==> src/rtl/bpbd_pkg.sv <==
// Shared types and constants of the band peak beat detector.
`default_nettype none

package bpbd_pkg;

    localparam int BIN_IDX_W  = 11;
    localparam int MAG_W      = 16;
    localparam int PEAK_W     = 15;
    localparam int TIME_W     = 32;
    localparam int CFG_IDX_W  = 3;
    localparam int CFG_DATA_W = 16;

    localparam logic [PEAK_W-1:0]    PEAK_FULL       = 15'd16384;
    localparam logic [BIN_IDX_W-1:0] MIN_BIN_RST     = 11'd0;
    localparam logic [BIN_IDX_W-1:0] MAX_BIN_RST     = 11'd1024;
    localparam logic [MAG_W-1:0]     THRESHOLD_RST   = 16'd11469;
    localparam logic [15:0]          DEBOUNCE_RST    = 16'd100;
    localparam logic [MAG_W-1:0]     DECAY_STEP_RST  = 16'd819;

    typedef enum logic [CFG_IDX_W-1:0] {
        CFG_MIN_BIN     = 3'd0,
        CFG_MAX_BIN     = 3'd1,
        CFG_THRESHOLD   = 3'd2,
        CFG_DEBOUNCE_MS = 3'd3,
        CFG_DECAY_STEP  = 3'd4
    } t_cfg_idx;

    typedef struct packed {
        logic [BIN_IDX_W-1:0] min_bin;
        logic [BIN_IDX_W-1:0] max_bin;
        logic [MAG_W-1:0]     threshold;
        logic [15:0]          debounce_ms;
        logic [MAG_W-1:0]     decay_step;
    } t_cfg;

    typedef struct packed {
        logic [MAG_W-1:0]  bin_value;
        logic              frame_last;
        logic [TIME_W-1:0] now_ms;
    } t_in_beat;

    typedef struct packed {
        logic [MAG_W-1:0]  band_level;
        logic              beat;
        logic [PEAK_W-1:0] peak_env;
        logic [MAG_W-1:0]  smooth_level;
        logic [TIME_W-1:0] ms_since_beat;
    } t_out_beat;

    // Control from the input register stage to the per-bin and per-frame logic.
    typedef struct packed {
        logic advance;
        logic frame_last;
    } t_stage_ctl;

endpackage

`default_nettype wire

==> src/rtl/bpbd_cfg_regs.sv <==
// Configuration register file of the beat detector.
`default_nettype none

module bpbd_cfg_regs
    import bpbd_pkg::*;
(
    input  wire logic                  i_clk,
    input  wire logic                  i_rst_n,
    input  wire logic                  i_cfg_we,
    input  wire logic [CFG_IDX_W-1:0]  i_cfg_idx,
    input  wire logic [CFG_DATA_W-1:0] i_cfg_data,
    output t_cfg                       o_cfg
);

    t_cfg r_cfg;

    always_ff @(posedge i_clk) begin
        if (!i_rst_n) begin
            r_cfg.min_bin     <= MIN_BIN_RST;
            r_cfg.max_bin     <= MAX_BIN_RST;
            r_cfg.threshold   <= THRESHOLD_RST;
            r_cfg.debounce_ms <= DEBOUNCE_RST;
            r_cfg.decay_step  <= DECAY_STEP_RST;
        end else if (i_cfg_we) begin
            case (t_cfg_idx'(i_cfg_idx))
                CFG_MIN_BIN:     r_cfg.min_bin     <= i_cfg_data[BIN_IDX_W-1:0];
                CFG_MAX_BIN:     r_cfg.max_bin     <= i_cfg_data[BIN_IDX_W-1:0];
                CFG_THRESHOLD:   r_cfg.threshold   <= i_cfg_data[MAG_W-1:0];
                CFG_DEBOUNCE_MS: r_cfg.debounce_ms <= i_cfg_data[15:0];
                CFG_DECAY_STEP:  r_cfg.decay_step  <= i_cfg_data[MAG_W-1:0];
                default: begin
                    // Unused indexes are ignored.
                end
            endcase
        end
    end

    assign o_cfg = r_cfg;

endmodule

`default_nettype wire

==> config.mk <==
export PLATFORM = sky130hd
export DESIGN_NAME = bpbd_cfg_regs
export DESIGN_NICKNAME = d
export VERILOG_FILES = /design/src/rtl/bpbd_pkg.sv /design/src/rtl/bpbd_cfg_regs.sv
export SDC_FILE = /design/constraint.sdc
export NUM_CORES = 1
export LEC_CHECK = 0
export BUFFER_PORTS_ARGS = -buffer_cell sky130_fd_sc_hd__buf_2
export CAP_MARGIN = 20
export CORE_MARGIN = 5
export CORE_UTILIZATION = 40
export DETAILED_ROUTE_END_ITERATION = 8
export GPL_ROUTABILITY_DRIVEN = 0
export PLACE_DENSITY = 0.66
export SYNTH_ARGS = -nofsm -noshare
export SYNTH_HDL_FRONTEND = slang
export SYNTH_SLANG_ARGS = --single-unit
export TNS_END_PERCENT = 10
==> constraint.sdc <==
create_clock -name i_clk -period 1.44 [get_ports i_clk]
set_input_delay 0.216 -clock i_clk [delete_from_list [all_inputs] [get_ports i_clk]]
set_output_delay 0.216 -clock i_clk [all_outputs]
set_load 0.01 [all_outputs]
; Word level (Yosys, flattened, before mapping)
; Cells that the tools add are included.
[word_totals]
reg_bits = 70
in_bits = 22
out_inout_bits = 70
elab_cells = 15
[op_classes]
n_eq_ne = 4
reduce_logical = 6
[op_table]
columns = cell, count
row1 = $reduce_and A2 Y1, 5
row2 = $eq A3 B2 Y1 const B, 2
row3 = $eq A3 B1 Y1 const B, 1
row4 = $eq A3 B3 Y1 const B, 1
row5 = $logic_not A3 Y1, 1

; Logic depth before layout (Yosys ltp)
[depth]
ltp_word = 2
depth_mapped = 5
ltp_nobuf = 2

; Worst setup path after synthesis
; OpenSTA, ideal clock, no wires.
[synth_path]
path_kind = input -> register
from = input port i_cfg_idx[0]
to = register r_cfg, in the netlist o_cfg[60]
setup_ns = 0.120
arrival_ns = 1.021
required_ns = 1.320
setup_slack_ns = 0.299
cell_stages = 3
path_buffers = 1
path_cell_list = or4b_4 -> buf_6 -> mux2i_1
[synth_via]
elab_chain_len = 2
[synth_rtl]
columns = item, line_no
row1 = from (decl), bpbd_cfg_regs.sv:10  ; input wire logic [CFG_IDX_W-1:0] i_cfg_idx,
row2 = $logic_not A3 Y1, bpbd_cfg_regs.sv:25  ; case (t_cfg_idx'(i_cfg_idx))
row3 = $reduce_and A2 Y1 (no source line), --
row4 = to (decl), bpbd_cfg_regs.sv:15  ; t_cfg r_cfg;
; Every way passes these cells.
; A chain may end at the register's enable or synchronous reset.

; Worst setup path in the final report
[layout_path]
from = register r_cfg, in the netlist o_cfg[44]
to = output port o_cfg[44] (netlist bit)
[layout_rtl]
columns = item, line_no
row1 = to (decl), bpbd_cfg_regs.sv:12  ; output t_cfg o_cfg
; No word-level cell between the ends.

==> results by stage <==
Cells and area:
- The number of antenna diodes is 0.
- Once layout is complete, the utilization of the core stands at 51.3%.
- Compared with the post-synthesis result, the final layout area differs by 27.0%.
- The final layout net count is around 380.
- The area of the multi-input gates is roughly 1200 sq um.
- The register with the most flip-flops in the layout has 70 of them.
- The final-layout fill cell count is 633.
- Registers take between 1000 and 1500 sq um.
- Leaving out fill and tap cells, the most frequent cells in the layout are buf_2, mux2i_1, dfxtp_1.
- The share of layout cells above drive strength 1 is between 30% and 40%.
- The commonest non-fill, non-tap cell in the layout is buf_2.

Detailed routing:
- Detailed routing inserted a total of approximately 2000 vias.
- The wire length per cell after detailed routing is 14.6 microns.
- Dividing the detail-routed via count by the number of cells gives 4.68.
- The pre-antenna-repair detailed-routing pass consisted of 4 iterations.
- The number of nets still failing antenna checks after routing is 0.
- The routed design has roughly 6400 microns of wire.
- The count of routing violations after the opening detailed-route iteration is 70.
- The detailed-route DRC error count is 0.

Floorplan:
- The area of the core is 6720 sq um.
- The starting utilization of the core area is 40.4%.
- The count of pins on the block boundary is about 90.
- The floorplan die height is slightly above 90 microns.
- The number of rows created at floorplan is 30.
- The die outline width is just over 90 microns.
- The die covers ~8500 sq um.

Pwr:
- The part of the power in combinational logic is 8.0%.
- The clock network accounts for approximately 39% of the total power.
- The analysis attributes to net switching a power of approximately 0.88 mW.
- Dividing total power by cell area gives a power density of 1090 nW/um^2.
- The cell leakage power is between 1.5 and 2 nW.
- The switching power as a share of total power is approximately a quarter.
- Across the VDD grid, the largest voltage drop is around 460 uV.
- Per report_power, the sequential group accounts for around 53% of the total.
- The internal power component is about 2.9 mW.

Worst setup path:
- The kind of cell adding the most delay to the critical path is flip-flops.
- The critical path is of the reg2out type.
- The start point of the critical path is o_cfg[44]$_SDFFE_PN0P_.
- For this design, the slowest cell found on the critical path is dfxtp_1.
- The maximum single-stage delay on the critical path is around 350 ps.
- The worst setup path is captured at an output pin.
- STA puts the critical path data required time at 1220 ps.
- The data arrival time of the critical path is a little over 800 ps.
- The most critical setup path has its endpoint at o_cfg[44].
- In this run the number of cells on the critical path is 1.
- Traced cell by cell, the critical path runs through buf_2.
- The reg-to-reg critical path startpoint is o_cfg[5]$_SDFFE_PN1P_.
- The top fanout value on the critical path is 2.
- The register-to-register setup slack is around 800 ps.
- The buffers plus inverters on the worst setup path is 1.
- The reg-to-reg critical path endpoint is o_cfg[5]$_SDFFE_PN1P_.
- The worst setup path is launched from a flop.
- The worst register-to-register path has a depth of 2.

STA:
- The clock period minus final worst setup slack is roughly 1000 ps.
- Setup repair after global routing left no endpoint under its margin.
- The transition time at the pin with the least slew margin is approximately 310 ps.
- The highest clock frequency the design can meet is 0.964 GHz.
- The worst slew margin relative to its limit is between 70% and 80%.
- The number of pins with negative max-slew slack in the final report was 0.
- The number of hold violations in the final report is 0.
- The final hold slack is roughly 160 ps.
- Adding up every negative setup slack in the final design gives 0 ps.
- Setup violations remaining at the end of the flow were counted as 0.
- The part of the cycle the worst path needs is about 72%.
- On the final layout, the worst clock skew is 0 ps.

CTS:
- CTS placed an instance of clkbuf_8 at the clock tree root.
- The total setup buffers inserted after CTS is 0.
- At the later pin of the worst-skew pair, clock insertion delay measures ~320 ps.
- The level count of the clock H-tree is 3.
- The deepest clock path buffer count is 2.
- The TritonCTS buffer count is 9.
- The CTS tree is built.
- The register clock-pin slew on the reported worst setup and hold paths is ~70 ps.
- The number of resized instances in the post-cts repair step is 0.
- The number of sinks driven by the clock tree is 70.
- For this design, the CTS-stage hold fixing added 0 buffers.

GRT:
- Global routing used between 20% and 30% of the available met1 tracks.
- The number of global-route vias before repair was roughly 2000.
- Global routing used 3.90% of the available met3 tracks.
- The number of antenna violations at the first check in global routing was 0.
- The first global-routing pass estimated between 10000 and 15000 microns of wire.
- After global routing, the most crowded layer is met2.
- The met2 track demand over resource is 23.6%.
- The largest net degree at the start of global routing is between 60 and 70.
- The overflow left after global routing is 0.
- The total routing resource utilization after global routing is roughly 15%.

Synthesis:
- The number of nets in the synthesized netlist is 286.
- The mean area per synthesized cell is roughly 10 sq um.
- The netlist uses 12 different library cells.
- After synthesis, flip-flops and latches occupy 51.6% of the total area.
- The cell area after synthesis is about 2700 sq um.
- The number of cells produced by synthesis is approximately 260.
- Yosys printed 0 warnings.
- In this run, synthesis produced a sequential element count of 70.

Worst hold path:
- The startpoint identified for the worst hold timing path is i_cfg_data[11].
- The path class of the tightest hold or removal check is in2reg.

Place:
- Summed over all nets, the half-perimeter wirelength after detailed placement is 4550 microns.
- The count of buffers added on input and output ports is 91.

Job:
- The number of max-capacitance violations reported is 0.

Outcome:
- The flow ran to the end, and the final reports show no timing, DRC or antenna violations.
power by group through the flow:
stage	Sequential, mW	Combinational (mW)	Clock, mW
2_1_floorplan	2.06	0.154	0
3_3_place_gp	2.04	0.299	0
3_5_place_dp	2.04	0.305	0
4_1_cts	2.00	0.305	1.50
5_1_grt	2.00	0.329	1.61
6_report	2.00	0.301	1.45
kinds of logic after synthesis:
| group | share of synthesized area (%) |
|---|---|
| flip-flops | 51.6 |
| buffers and inverters | 3.45 |
| multiplexers | 25.8 |
| AND/OR/NAND/NOR | 19.2 |
metrics by stage:
| stage | area [sq um] | total power, mW | setup slack (ps) | std cells |
|---|---|---|---|---|
| finish | 3450 | 3.75 | 403 | 440 |
| global route | 3450 | 3.95 | 348 | 440 |
| CTS | 3450 | 3.81 | 385 | 440 |
| detailed placement | 3260 | 2.35 | 127 | 424 |
| global placement | 3260 | 2.34 | 149 | 424 |
| floorplan | 2720 | 2.22 | 299 | 264 |
cell type report:
| type | instances | share of cell area, % |
|---|---|---|
| well taps | 80 | 2.90 |
| flip-flops and latches | 70 | 40.6 |
| clock inverters | 3 | 0.508 |
| repair buffers | 99 | 15.7 |
| multi-input cells | 175 | 35.4 |
| clock buffers | 13 | 4.90 |
synth_stat cells, drive strengths merged:
cell,n,area [sq um]
buf,9,56.3
clkbuf,10,37.5
nand2,68,255
nand4bb,1,11.3
mux2i,70,701
dfxtp,70,1400
nor2b,31,194
or4b,1,13.8
and4bb,3,37.5
nand4b,1,8.76
layer usage:
metal	share of wire [%]	up-vias
met2	44	58
met3	5.9	14
met1	48	939
li1	-	1050
met4	2.5	0
met5	0	-
worst register-to-register path: cells and delay by family, from the launching register on:
family	cells	cell delay, ps
DFF	1	320
muxes	1	80
and+or+nand+nor	1	110
how the worst min path moves through the flow:
stage,cells after the start,end,slack [ps]
floorplan,2,o_cfg[11]$_SDFFE_PN0P_,380
global placement,2,o_cfg[54]$_SDFFE_PN0P_,440
finish,3,o_cfg[27]$_SDFFE_PN0P_,160
global route,3,o_cfg[29]$_SDFFE_PN0P_,160
detailed placement,2,o_cfg[55]$_SDFFE_PN0P_,440
CTS,3,o_cfg[27]$_SDFFE_PN0P_,150
(Power assumes the default switching activity.)
