### config.mk
export PLATFORM = sky130hd
export DESIGN_NAME = bpbd_env_update
export DESIGN_NICKNAME = d
export VERILOG_FILES = /design/src/rtl/bpbd_pkg.sv /design/src/rtl/bpbd_env_update.sv
export SDC_FILE = /design/constraint.sdc
export NUM_CORES = 1
export LEC_CHECK = 0
export BUFFER_PORTS_ARGS = -buffer_cell sky130_fd_sc_hd__buf_2
export CAP_MARGIN = 0
export CELL_PAD_IN_SITES_DETAIL_PLACEMENT = 1
export CELL_PAD_IN_SITES_GLOBAL_PLACEMENT = 1
export CORE_ASPECT_RATIO = 0.75
export CORE_MARGIN = 1
export CORE_UTILIZATION = 38
export CTS_CLUSTER_DIAMETER = 60
export DETAILED_ROUTE_END_ITERATION = 16
export PLACE_DENSITY = 0.83
export REMOVE_ABC_BUFFERS = 1
export SLEW_MARGIN = 20
export SYNTH_ARGS = -nofsm -noshare
export SYNTH_HDL_FRONTEND = slang
export SYNTH_SLANG_ARGS = --single-unit
### constraint.sdc
create_clock -name i_clk -period 5.75 [get_ports i_clk]
set_input_delay 1.4375 -clock i_clk [delete_from_list [all_inputs] [get_ports i_clk]]
set_output_delay 1.4375 -clock i_clk [all_outputs]
set_load 0.02 [all_outputs]
### src/rtl/bpbd_pkg.sv
// Shared types and constants of the band peak beat detector.
`default_nettype none

package bpbd_pkg;

    localparam int BIN_IDX_W  = 11;
    localparam int MAG_W      = 16;
    localparam int PEAK_W     = 15;
    localparam int TIME_W     = 32;
    localparam int CFG_IDX_W  = 3;
    localparam int CFG_DATA_W = 16;

    localparam logic [PEAK_W-1:0]    PEAK_FULL       = 15'd16384;
    localparam logic [BIN_IDX_W-1:0] MIN_BIN_RST     = 11'd0;
    localparam logic [BIN_IDX_W-1:0] MAX_BIN_RST     = 11'd1024;
    localparam logic [MAG_W-1:0]     THRESHOLD_RST   = 16'd11469;
    localparam logic [15:0]          DEBOUNCE_RST    = 16'd100;
    localparam logic [MAG_W-1:0]     DECAY_STEP_RST  = 16'd819;

    typedef enum logic [CFG_IDX_W-1:0] {
        CFG_MIN_BIN     = 3'd0,
        CFG_MAX_BIN     = 3'd1,
        CFG_THRESHOLD   = 3'd2,
        CFG_DEBOUNCE_MS = 3'd3,
        CFG_DECAY_STEP  = 3'd4
    } t_cfg_idx;

    typedef struct packed {
        logic [BIN_IDX_W-1:0] min_bin;
        logic [BIN_IDX_W-1:0] max_bin;
        logic [MAG_W-1:0]     threshold;
        logic [15:0]          debounce_ms;
        logic [MAG_W-1:0]     decay_step;
    } t_cfg;

    typedef struct packed {
        logic [MAG_W-1:0]  bin_value;
        logic              frame_last;
        logic [TIME_W-1:0] now_ms;
    } t_in_beat;

    typedef struct packed {
        logic [MAG_W-1:0]  band_level;
        logic              beat;
        logic [PEAK_W-1:0] peak_env;
        logic [MAG_W-1:0]  smooth_level;
        logic [TIME_W-1:0] ms_since_beat;
    } t_out_beat;

    // Control from the input register stage to the per-bin and per-frame logic.
    typedef struct packed {
        logic advance;
        logic frame_last;
    } t_stage_ctl;

endpackage

`default_nettype wire

### src/rtl/bpbd_env_update.sv
// Per-frame beat decision, envelope state and result register.
`default_nettype none

module bpbd_env_update
    import bpbd_pkg::*;
(
    input  wire logic              i_clk,
    input  wire logic              i_rst_n,
    input  wire t_stage_ctl        i_ctl,
    input  wire logic [MAG_W-1:0]  i_level,
    input  wire logic [TIME_W-1:0] i_now_ms,
    input  wire t_cfg              i_cfg,
    output t_out_beat              o_res,
    output logic                   o_res_valid,
    input  wire logic              i_res_ready
);

    logic [PEAK_W-1:0] r_peak, n_peak;
    logic [MAG_W-1:0]  r_smooth, n_smooth;
    logic [TIME_W-1:0] r_last_time, n_last_time;
    logic              r_seen, n_seen;
    logic              r_res_valid, n_res_valid;
    t_out_beat         r_res, n_res;

    logic              load;
    logic [TIME_W-1:0] since;
    logic              beat;

    always_comb begin
        load  = i_ctl.advance && i_ctl.frame_last;
        since = r_seen ? (i_now_ms - r_last_time) : '1;
        beat  = (i_level > i_cfg.threshold) &&
                (!r_seen || (since > TIME_W'(i_cfg.debounce_ms)));

        n_peak      = r_peak;
        n_smooth    = r_smooth;
        n_last_time = r_last_time;
        n_seen      = r_seen;
        n_res       = r_res;
        n_res_valid = r_res_valid && !i_res_ready;

        if (load) begin
            if (beat) begin
                n_peak      = PEAK_FULL;
                n_last_time = i_now_ms;
                n_seen      = 1'b1;
            end else if ({1'b0, r_peak} > i_cfg.decay_step) begin
                n_peak = r_peak - PEAK_W'(i_cfg.decay_step);
            end else begin
                n_peak = '0;
            end

            if (i_level > r_smooth) begin
                n_smooth = i_level;
            end else if (r_smooth > i_cfg.decay_step) begin
                n_smooth = r_smooth - i_cfg.decay_step;
            end else begin
                n_smooth = '0;
            end

            n_res.band_level    = i_level;
            n_res.beat          = beat;
            n_res.peak_env      = n_peak;
            n_res.smooth_level  = n_smooth;
            n_res.ms_since_beat = since;
            n_res_valid         = 1'b1;
        end
    end

    always_ff @(posedge i_clk) begin
        if (!i_rst_n) begin
            r_peak      <= '0;
            r_smooth    <= '0;
            r_last_time <= '0;
            r_seen      <= 1'b0;
            r_res_valid <= 1'b0;
        end else begin
            r_peak      <= n_peak;
            r_smooth    <= n_smooth;
            r_last_time <= n_last_time;
            r_seen      <= n_seen;
            r_res_valid <= n_res_valid;
        end
    end

    always_ff @(posedge i_clk) begin
        r_res <= n_res;
    end

    assign o_res       = r_res;
    assign o_res_valid = r_res_valid;

endmodule

`default_nettype wire

Yosys cells after proc, flatten, opt, wreduce, memory -nomap -nowiden
Index checks and enable logic that the tools add are counted.
{"block": "word_totals", "ff_bits": 145, "latch_bits": 0, "mem_bits_rw": 0, "rom_bits": 0, "wordCells": 31, "n_memories": 0}
{"block": "op_classes", "add_sub_neg": 3, "mul": 0, "div": 0, "magnitude_cmp": 5, "eq_ne": 0, "shifts": 0, "muxes": 6, "bitwise": 0, "n_reduce_logical": 7}
{"cell": "16-bit greater-than comparator", "n": 3}
{"cell": "32-bit by 16-bit greater-than comparator with 1-bit output", "n": 1}
{"cell": "16-bit two-way mux", "n": 2}
{"cell": "32-bit two-way mux", "n": 1}
{"cell": "32-bit subtractor", "n": 1}
{"cell": "15-bit two-way mux", "n": 2}
{"cell": "15-bit by 16-bit greater-than comparator with 1-bit output", "n": 1}
{"cell": "16-bit subtractor", "n": 1}
{"cell": "15-bit subtractor", "n": 1}
{"cell": "1-bit logical AND", "n": 3}
{"cell": "1-bit logical NOT", "n": 2}
{"cell": "2-bit AND reduction", "n": 1}
{"cell": "1-bit logical OR", "n": 1}
{"cell": "1-bit two-way mux", "n": 1}

Longest topological paths before layout
Gate-level depths: netlist (run 1).
{"block": "depth", "ltp_word": 6, "depth_mapped": 23, "ltp_nobuf": 22}

Worst setup path after synthesis (run 1)
OpenSTA, ideal clock, no wires.
{"block": "synth_path", "kind": "input-to-reg", "startpoint": "in i_now_ms[0]", "endpoint": "reg r_res, in the netlist o_res[62] (data pin)", "t_arrival_ps": 5582, "setup_slack_ps": -94, "path_stages": 21, "n_path_buf": 1, "path_cell_list": "inv_1 -> ha_1 -> fa_1 -> nand2b_1 -> a21oi_1 -> o21ai_0 -> nand2_1 -> xnor2_1 -> nand2_1 -> ha_1 -> or4_1 -> o211ai_1 -> a21oi_1 -> or4_1 -> o21ai_0 -> nand3_1 -> or3_1 -> nor4_4 -> nor2b_1 -> buf_2 -> or2_2"}
{"block": "synth_between", "elab_chain_cells": 6}
{"item": "from (decl)", "line": "bpbd_env_update.sv:11", "source": "input wire logic [TIME_W-1:0] i_now_ms,"}
{"item": "32-bit subtractor", "line": "bpbd_env_update.sv:31", "source": "since = r_seen ? (i_now_ms - r_last_time) : '1;"}
{"item": "32-bit two-way mux", "line": "bpbd_env_update.sv:31"}
{"item": "via since[12]", "line": "bpbd_env_update.sv:26", "source": "logic [TIME_W-1:0] since;"}
{"item": "32-bit by 16-bit greater-than comparator with 1-bit output", "line": "bpbd_env_update.sv:33", "source": "(!r_seen || (since > TIME_W'(i_cfg.debounce_ms)));"}
{"item": "1-bit logical OR", "line": "bpbd_env_update.sv:33"}
{"item": "1-bit logical AND", "line": "bpbd_env_update.sv:32", "source": "beat = (i_level > i_cfg.threshold) &&"}
{"item": "15-bit two-way mux", "line": "bpbd_env_update.sv:43", "source": "if (beat) begin"}
{"item": "to (signal assigned)", "line": "bpbd_env_update.sv:87", "source": "r_res <= n_res;"}
{"item": "to (decl)", "line": "bpbd_env_update.sv:23", "source": "t_out_beat r_res, n_res;"}
The timed path passes the listed nets, and every way through them passes these cells.
A chain may end at the register's enable or synchronous reset.

Worst setup path in the final report (run 1)
{"block": "layout_path", "startpoint": "in i_now_ms[9]", "endpoint": "reg r_peak[4]"}
{"block": "layout_between", "elab_chain_cells": 6}
{"item": "32-bit subtractor", "line": "bpbd_env_update.sv:31"}
{"item": "32-bit two-way mux", "line": "bpbd_env_update.sv:31"}
{"item": "via since[12]", "line": "bpbd_env_update.sv:26"}
{"item": "32-bit by 16-bit greater-than comparator with 1-bit output", "line": "bpbd_env_update.sv:33"}
{"item": "1-bit logical OR", "line": "bpbd_env_update.sv:33"}
{"item": "1-bit logical AND", "line": "bpbd_env_update.sv:32"}
{"item": "15-bit two-way mux", "line": "bpbd_env_update.sv:43"}
{"item": "to (signal assigned)", "line": "bpbd_env_update.sv:78", "source": "r_peak <= n_peak;"}
{"item": "to (decl)", "line": "bpbd_env_update.sv:18", "source": "logic [PEAK_W-1:0] r_peak, n_peak;"}
The timed path passes the listed nets, and every way through them passes these cells.

==> results of run 1 <==
[flip-flops by register name, summed over array words and instances (netlist names)]
register and count:
o_res 80, o_res_valid 1, r_last_time 32, r_peak 15, r_seen 1, r_smooth 16
[worst register-to-register path: stages (launching register included)]
cell and delay (ns):
dfxtp_1 0.34, inv_1 0.05, ha_2 0.29, a21oi_1 0.20
o21ai_1 0.15, a31oi_2 0.26, nand2_2 0.13, xnor2_2 0.16
nand2_1 0.12, ha_1 0.36, or4_1 0.51, o211ai_1 0.14
a21oi_2 0.08, or4_1 0.55, o21ai_2 0.09, nand3_1 0.11
or3_4 0.36, nor4_4 0.34, nor2b_4 0.14, buf_12 0.18
o41ai_4 0.33
[cell families (layout without fill, tap and decap cells)]
family                     count (synthesis)  after routing
and+or+nand+nor                          329            329
adders and majority gates                113            113
xor gates and xnor gates                  51             51
DFF                                      145            145
AOI/OAI and AO/OA                        255            255
muxes                                     32             32
buffers and inverters                    168            445
[worst paths after layout]
| path | end | from | cells past startpoint | slack, ns |
|---|---|---|---|---|
| setup / recovery | r_peak[4] | i_now_ms[9] | 20 | 0.01 |
| setup reg to reg | r_peak[4] | r_last_time[9] | 20 | 0.77 |
| hold / removal | r_last_time[13] | r_last_time[13] | 2 | 0.46 |
| hold reg to reg | r_last_time[13] | r_last_time[13] | 2 | 0.46 |
[per-layer routing]
layer  global-route usage, %  vias to the layer above
met4                    6.20                        0
met2                    41.3                      211
met3                    3.76                       29
li1                        -                     4392
met5                       0                        -
met1                    32.7                     4500
[power breakdown]
part	switching, W	internal, W
clock network	0.000479	0.000650
registers	0.0000223	0.00114
logic	0.000459	0.000326
[final cells by class]
cell class                 instances  area [sq um]  share of cell area, %
clock inverter                    13           138                   1.08
clock buffer                      19           443                   3.49
tap                              338           423                   3.33
timing repair buffer             285          1770                   13.9
sequential                       145          3700                   29.1
inverter                         128           485                   3.82
multi-input combinational        780          5740                   45.2
[per-stage QoR]
stage          power, W  hold slack [ns]
2_1_floorplan   0.00161            0.435
3_3_place_gp    0.00187            0.442
3_5_place_dp    0.00190            0.449
4_1_cts         0.00307            0.463
5_1_grt         0.00321            0.480
6_report        0.00308            0.462
[timing repair]
item,4_1_cts,5_1_grt
cloned,0,1
setup buffers,14,5
resized for setup,18,35
setup endpoints to repair,63,64
pin swaps,7,14
[cell usage in the layout, fill, tap and decap left out, types with 5 or more instances in the layout]
cell,n
or2_2,5
nand2b_1,13
a211oi_1,5
a21oi_2,5
ha_2,5
a21o_1,27
nand4_1,22
nor3_1,18
o21bai_1,8
nor3_2,5
a21oi_1,66
nor2_1,48
xor2_1,21
inv_1,125
nand3_1,42
ha_1,101
o41ai_2,9
nor2b_1,9
buf_2,180
o21ba_2,9
clkbuf_16,18
o31ai_1,5
buf_4,97
o21ai_0,60
mux2i_1,32
clkinvlp_4,5
edfxtp_1,80
nand2_1,130
a31oi_1,6
dfxtp_1,65
xnor2_1,29
o211ai_1,7
o21a_1,14
==> reports/results.ini, run 1 <==
[outcome]
status = finished, final reports clean

[timing]
period_needed_ns = 5.74
maxSlewViolCount = 0
final.setup.tns_ns = 0
setup_viol = 0
hold_violations = 0
worst_pin_slew_ns = 0.857
fin_crit_sh_pct = 99.8
relSlewSlack_pct = 42.8
fmax_ghz = 0.174
rsz0062_at_grt = yes
finalWorstSetupSlack_ns = 0.0119
finClkSkew_ns = 0.0136

[worst_setup_path]
cpMaxStageDelayCell = or4_1
worstPathRequired_ns = 6.07
worst_setup_path_start_kind = primary input
cp-end-kind = flop
crit_arrival_ns = 6.06
slowest_delay_ns = 0.55
critPathMaxFanout = 8
worst-path-buf-inv = 2
critPathKind = in -> reg
crit_path_cell_trace = buf_2 > ha_2 > a21oi_1 > o21ai_1 > a31oi_2 > nand2_2 > xnor2_2 > nand2_1 > ha_1 > or4_1 > o211ai_1 > a21oi_2 > or4_1 > o21ai_2 > nand3_1 > or3_4 > nor4_4 > nor2b_4 > buf_12 > o41ai_4
crit_family = simple AND/OR/NAND/NOR gates
path_common_cell = or4_1

[placed_design]
dp_cells = 1656
numPortBuffers = 181
dp_hpwl_mm = 24.1
placed_area_sq_um = 11700
post-place-ws_ns = -0.759
gp_congestion = 0.904

[cts]
numCtsBuffers = 17
htreeDepth = 4
hold_buffers = 0
cts_sinks = 145
cts_tree = yes
clk_latency_ns = 0.43
cts_root_buf = clkbuf_16
cts_buffer_depth = 2
clk_transition_reported_paths_ns = 0.06

[job]
maxCapViolCount = 0

[synth]
yosys.area.top_type_share_pct = 24.4
synthCells = 1093
synthMuxAreaShare_pct = 3.25
ys_async_sr_fraction_pct = 0
synthFlopType = edfxtp_1
synth_fa_ha_area_share_pct = 14.6
synth_xor_area_share_pct = 4.54
synth_compound_area_share_pct = 17.5
syn-cell-area_sq_um = 9850
ys_seq_area_share_pct = 37.6
synth_top_family_by_area = compound AO/OA/AOI/OAI gates
synthTopCellsByArea = edfxtp_1 (24%), ha_1 (14%), dfxtp_1 (13%)
yosysMostFrequentCell = nand2_1
synth_top_area_cell = edfxtp_1
synth_seq_cells = 145
synth_top_cells_by_count = nand2_1 (131), inv_1 (128), ha_1 (110), edfxtp_1 (80), a21oi_1 (71)
synthSimpleGateAreaFrac_pct = 15.9
avgSynthCellArea_sq_um = 9.01
synth_edf_count = 80
synth_cell_types = 63
ys_warn_count = 0

[detailed_routing]
vias_per_cell = 5.35
vias = 9132
first_iter_violations = 524
wl_mm = 32.6
wl_met2_mm = 15.4
ant_nets = 0
wl_per_cell_um = 19.1
drt-met1-wl_mm = 15.5
top_layer_used = met4
wl_met3_mm = 1.19
drc = 0
firstDrtPassIters = 4

[floorplanning]
core_sq_um = 25200
start_util_pct = 39.1
dieArea_sq_um = 26600
rows = 50
die_x_um = 188
io_pins = 204
fp.dieH_um = 141

[global_route]
overflow = 0
grt_pass1_wl_mm = 51.2
grt.total_usage_pct = 24.4
antenna_found_initial = 0
grt_pass1_vias = 9698
grt_max_degree = 68

[finish]
fin_util_pct = 50.4
layout.nets = 1593
synthToLayoutAreaGrowth_pct = 29.0
fillers = 2986
final_cells = 1708
n_antenna_cell = 0
drive_above_1_share_pct = 28.4
design_area_sq_um = 12700

[power]
p_per_area_nw_per_um2 = 242
power.leakage_nw = 5.53
peakVddDrop_mv = 0.194

[min_path]
min_path_type = reg -> reg

Power figures use the tool's default switching activity.
==> inputs of run 2 (changes only) <==
--- a/config.mk
+++ b/config.mk
@@ -5,16 +5,17 @@
 export SDC_FILE = /design/constraint.sdc
 export NUM_CORES = 1
 export LEC_CHECK = 0
+export ABC_AREA = 1
 export BUFFER_PORTS_ARGS = -buffer_cell sky130_fd_sc_hd__buf_2
 export CAP_MARGIN = 0
 export CELL_PAD_IN_SITES_DETAIL_PLACEMENT = 1
 export CELL_PAD_IN_SITES_GLOBAL_PLACEMENT = 1
 export CORE_ASPECT_RATIO = 0.75
 export CORE_MARGIN = 1
-export CORE_UTILIZATION = 38
+export CORE_UTILIZATION = 37
 export CTS_CLUSTER_DIAMETER = 60
 export DETAILED_ROUTE_END_ITERATION = 16
-export PLACE_DENSITY = 0.83
+export PLACE_DENSITY = 0.84
 export REMOVE_ABC_BUFFERS = 1
 export SLEW_MARGIN = 20
 export SYNTH_ARGS = -nofsm -noshare
==> reports/results.ini, run 2 <==
[outcome]
status = finished, final reports clean

[global_route]
overflow = 0  ; unchanged
grt_pass1_wl_mm = 53.2  ; +3.8%
antenna_found_initial = 3  ; +3
grt_pass1_vias = 10500  ; +8.5%
grt.total_usage_pct = 22.3  ; -2.2 points
grt_max_degree = 78  ; +15%

[placed_design]
post-place-ws_ns = 0.307  ; +1.07 ns
gp_congestion = 0.881  ; -2.6%
numPortBuffers = 181  ; unchanged
dp_hpwl_mm = 26.1  ; +8.3%

[cts]
cts_root_buf = clkbuf_16
postCtsSetupRepairBufs = 0  ; -14
cts_tree = yes
clk_latency_ns = 0.44  ; about the same
clk_transition_reported_paths_ns = 0.07  ; about the same
post_cts_resized = 0  ; -18
numCtsBuffers = 17  ; unchanged
cts_sinks = 145  ; unchanged
htreeDepth = 4  ; unchanged
hold_buffers = 0  ; unchanged
cts_buffer_depth = 2  ; unchanged

[power]
sw_frac_of_total_pct = 34.4  ; +3.2 points
p_int_w = 0.00205  ; -3.2%
power.leakage_nw = 6.82  ; +23%
power.switching_w = 0.00108  ; +12%
p_per_area_nw_per_um2 = 245  ; +1.1%
seqPwrFrac_pct = 37.7  ; about the same
power.total_w = 0.00313  ; +1.6%
p_comb_share_pct = 26.9  ; +1.4 points
power_frac_clock_pct = 35.4  ; -1.3 points
peakVddDrop_mv = 0.227  ; +17%

[worst_setup_path]
cp-end-kind = flop
r2r-start = r_last_time[0]
cpMaxStageDelayCell = fa_1
rr_endpoint = r_last_time[23]
critPathKind = in -> reg
worst_setup_path_start_kind = primary input
slowest_delay_ns = 0.43  ; -0.12 ns
reg2reg_setup_slack_ns = 1.54  ; +0.77 ns
reg2regPathDepth = 28  ; +40%
worstPathRequired_ns = 6.09  ; +0.02 ns
crit_arrival_ns = 5.39  ; -0.67 ns
path_common_cell = nand2_1
critPathMaxFanout = 33  ; +25

[finish]
fillers = 3820  ; +28%
layout.nets = 1975  ; +24%
final_cell_mix = nand2_1 (432), inv_1 (359), buf_2 (181)
largest_reg_flops = 80  ; unchanged
mostFrequentLayoutCell = nand2_1
drive_above_1_share_pct = 15.6  ; -13 points
synthToLayoutAreaGrowth_pct = 16.9
fin_util_pct = 43.9  ; -6.5 points

[detailed_routing]
drt-met1-wl_mm = 16.1  ; +3.7%
wl_met3_mm = 1.15  ; -2.7%
vias = 10400  ; +14%
firstDrtPassIters = 4  ; unchanged
wl_mm = 33.1  ; +1.6%
wl_met2_mm = 15.4  ; -0.34%
wl_per_cell_um = 15.4  ; -19%
drc = 0  ; unchanged
vias_per_cell = 4.84  ; -9.5%
top_layer_used = met5
ant_nets = 0  ; unchanged
first_iter_violations = 423  ; -19%

[synth]
synthFlopType = edfxtp_1
ys_async_sr_fraction_pct = 0  ; unchanged
synth_cell_types = 50  ; -21%
ys_warn_count = 0  ; unchanged
synth_seq_cells = 145  ; unchanged
synth_top_area_cell = edfxtp_1
synthTopCellsByArea = edfxtp_1 (22%), nand2_1 (15%), ha_1 (13%)
yosysMostFrequentCell = nand2_1
synth_top_cells_by_count = nand2_1 (433), inv_1 (360), nor2_1 (115), ha_1 (110), a21oi_1 (102)
synth_edf_count = 80  ; unchanged
yosys.area.top_type_share_pct = 22.0  ; -2.4 points
avgSynthCellArea_sq_um = 6.98  ; -22%
synthCells = 1564  ; +43%
syn-cell-area_sq_um = 10900  ; +11%
ys_seq_area_share_pct = 33.9  ; -3.7 points

[min_path]
hold_depth = 2  ; unchanged
min_path_type = reg -> reg
hold_end = o_res_valid
min_from = o_res_valid

[floorplanning]
dieArea_sq_um = 30200  ; +14%
rows = 54  ; +8.0%
core_sq_um = 29100  ; +15%
die_x_um = 200  ; +6.7%
fp.dieH_um = 151  ; +6.6%
start_util_pct = 37.6  ; -1.5 points
io_pins = 204  ; unchanged

[timing]
finalWorstSetupSlack_ns = 0.704  ; +0.692 ns
hold_violations = 0  ; unchanged
finClkSkew_ns = 0.0109  ; -0.00269 ns
fin_crit_sh_pct = 87.8  ; -12 points
rsz0062_at_grt = no
period_needed_ns = 5.05  ; -0.692 ns
final.setup.tns_ns = 0  ; unchanged
maxSlewViolCount = 0  ; unchanged
setup_viol = 0  ; unchanged
fmax_ghz = 0.198  ; +14%
worst_pin_slew_ns = 1.05  ; +0.194 ns
relSlewSlack_pct = 29.9  ; -13 points

[job]
maxCapViolCount = 0  ; unchanged

## run 2: cell count changes in the layout (fill, tap and decap cells not counted), moves of 17 or more
cell	change
nand2_1	+302
inv_1	+234
buf_4	-90
nor2_1	+67
a21oi_1	+36
mux2i_1	-32
a21o_1	-24
nand4_1	+21
xnor2_1	-20
nand3_1	+19
nand2_2	+17
## run 2: routing by layer
layer,up-vias,track usage (%)
li1,5274,-
met1,4904,29.5
met2,172,37.8
met3,31,3.36
met4,2,6.37
met5,-,0
## run 2: power groups by stage
stage	Clock [W]	Combinational (W)	Sequential, W
2_1_floorplan	0	0.000532	0.00124
3_3_place_gp	0	0.000790	0.00120
3_5_place_dp	0	0.000831	0.00120
4_1_cts	0.00113	0.000842	0.00118
5_1_grt	0.00116	0.000953	0.00118
6_report	0.00111	0.000842	0.00118
## run 2: cells by family after synthesis
group / Yosys count / synth area share [%]
and+or+nand+nor: 708 / 27.9
buffers and inverters: 394 / 14.1
AOI/OAI and AO/OA: 181 / 9.04
DFF: 145 / 33.9
adders and majority gates: 113 / 13.2
xor gates and xnor gates: 23 / 1.84
## run 2: how the worst max path moves through the flow
stage,start,to,slack (ns),cells past startpoint
floorplan,i_ctl[1],r_last_time[0],0.1,6
global placement,i_now_ms[0],r_last_time[19],0.55,27
detailed placement,i_now_ms[0],r_last_time[3],0.31,27
CTS,i_now_ms[0],r_last_time[3],0.69,30
global route,i_now_ms[0],r_last_time[3],0.30,30
finish,i_now_ms[0],r_last_time[23],0.70,30
## run 2: layout make-up
class	count	area [sq um]	share of cell area [%]
multi-input combinational	1025	5680	44.5
tap	392	490	3.84
clock buffer	18	439	3.44
sequential	145	3700	29.0
clock inverter	14	129	1.01
antenna	2	5.00	0.0392
timing repair buffer	188	958	7.51
inverter	362	1360	10.7
## run 2: worst max-delay path: cells and delay by family
kind	cells	cell delay (ns)
simple gates	16	1.54
fa+ha+maj	3	0.90
buf+inv	7	0.83
compound gates	4	0.66
## run 2: stage by stage
step                std cells  cell area [sq um]  hold slack (ns)
floorplan                1532              10700            0.490
global placement         2112              12200            0.450
detailed placement       2112              12200            0.466
CTS                      2144              12800            0.477
global route             2146              12800            0.517
finish                   2146              12800            0.477
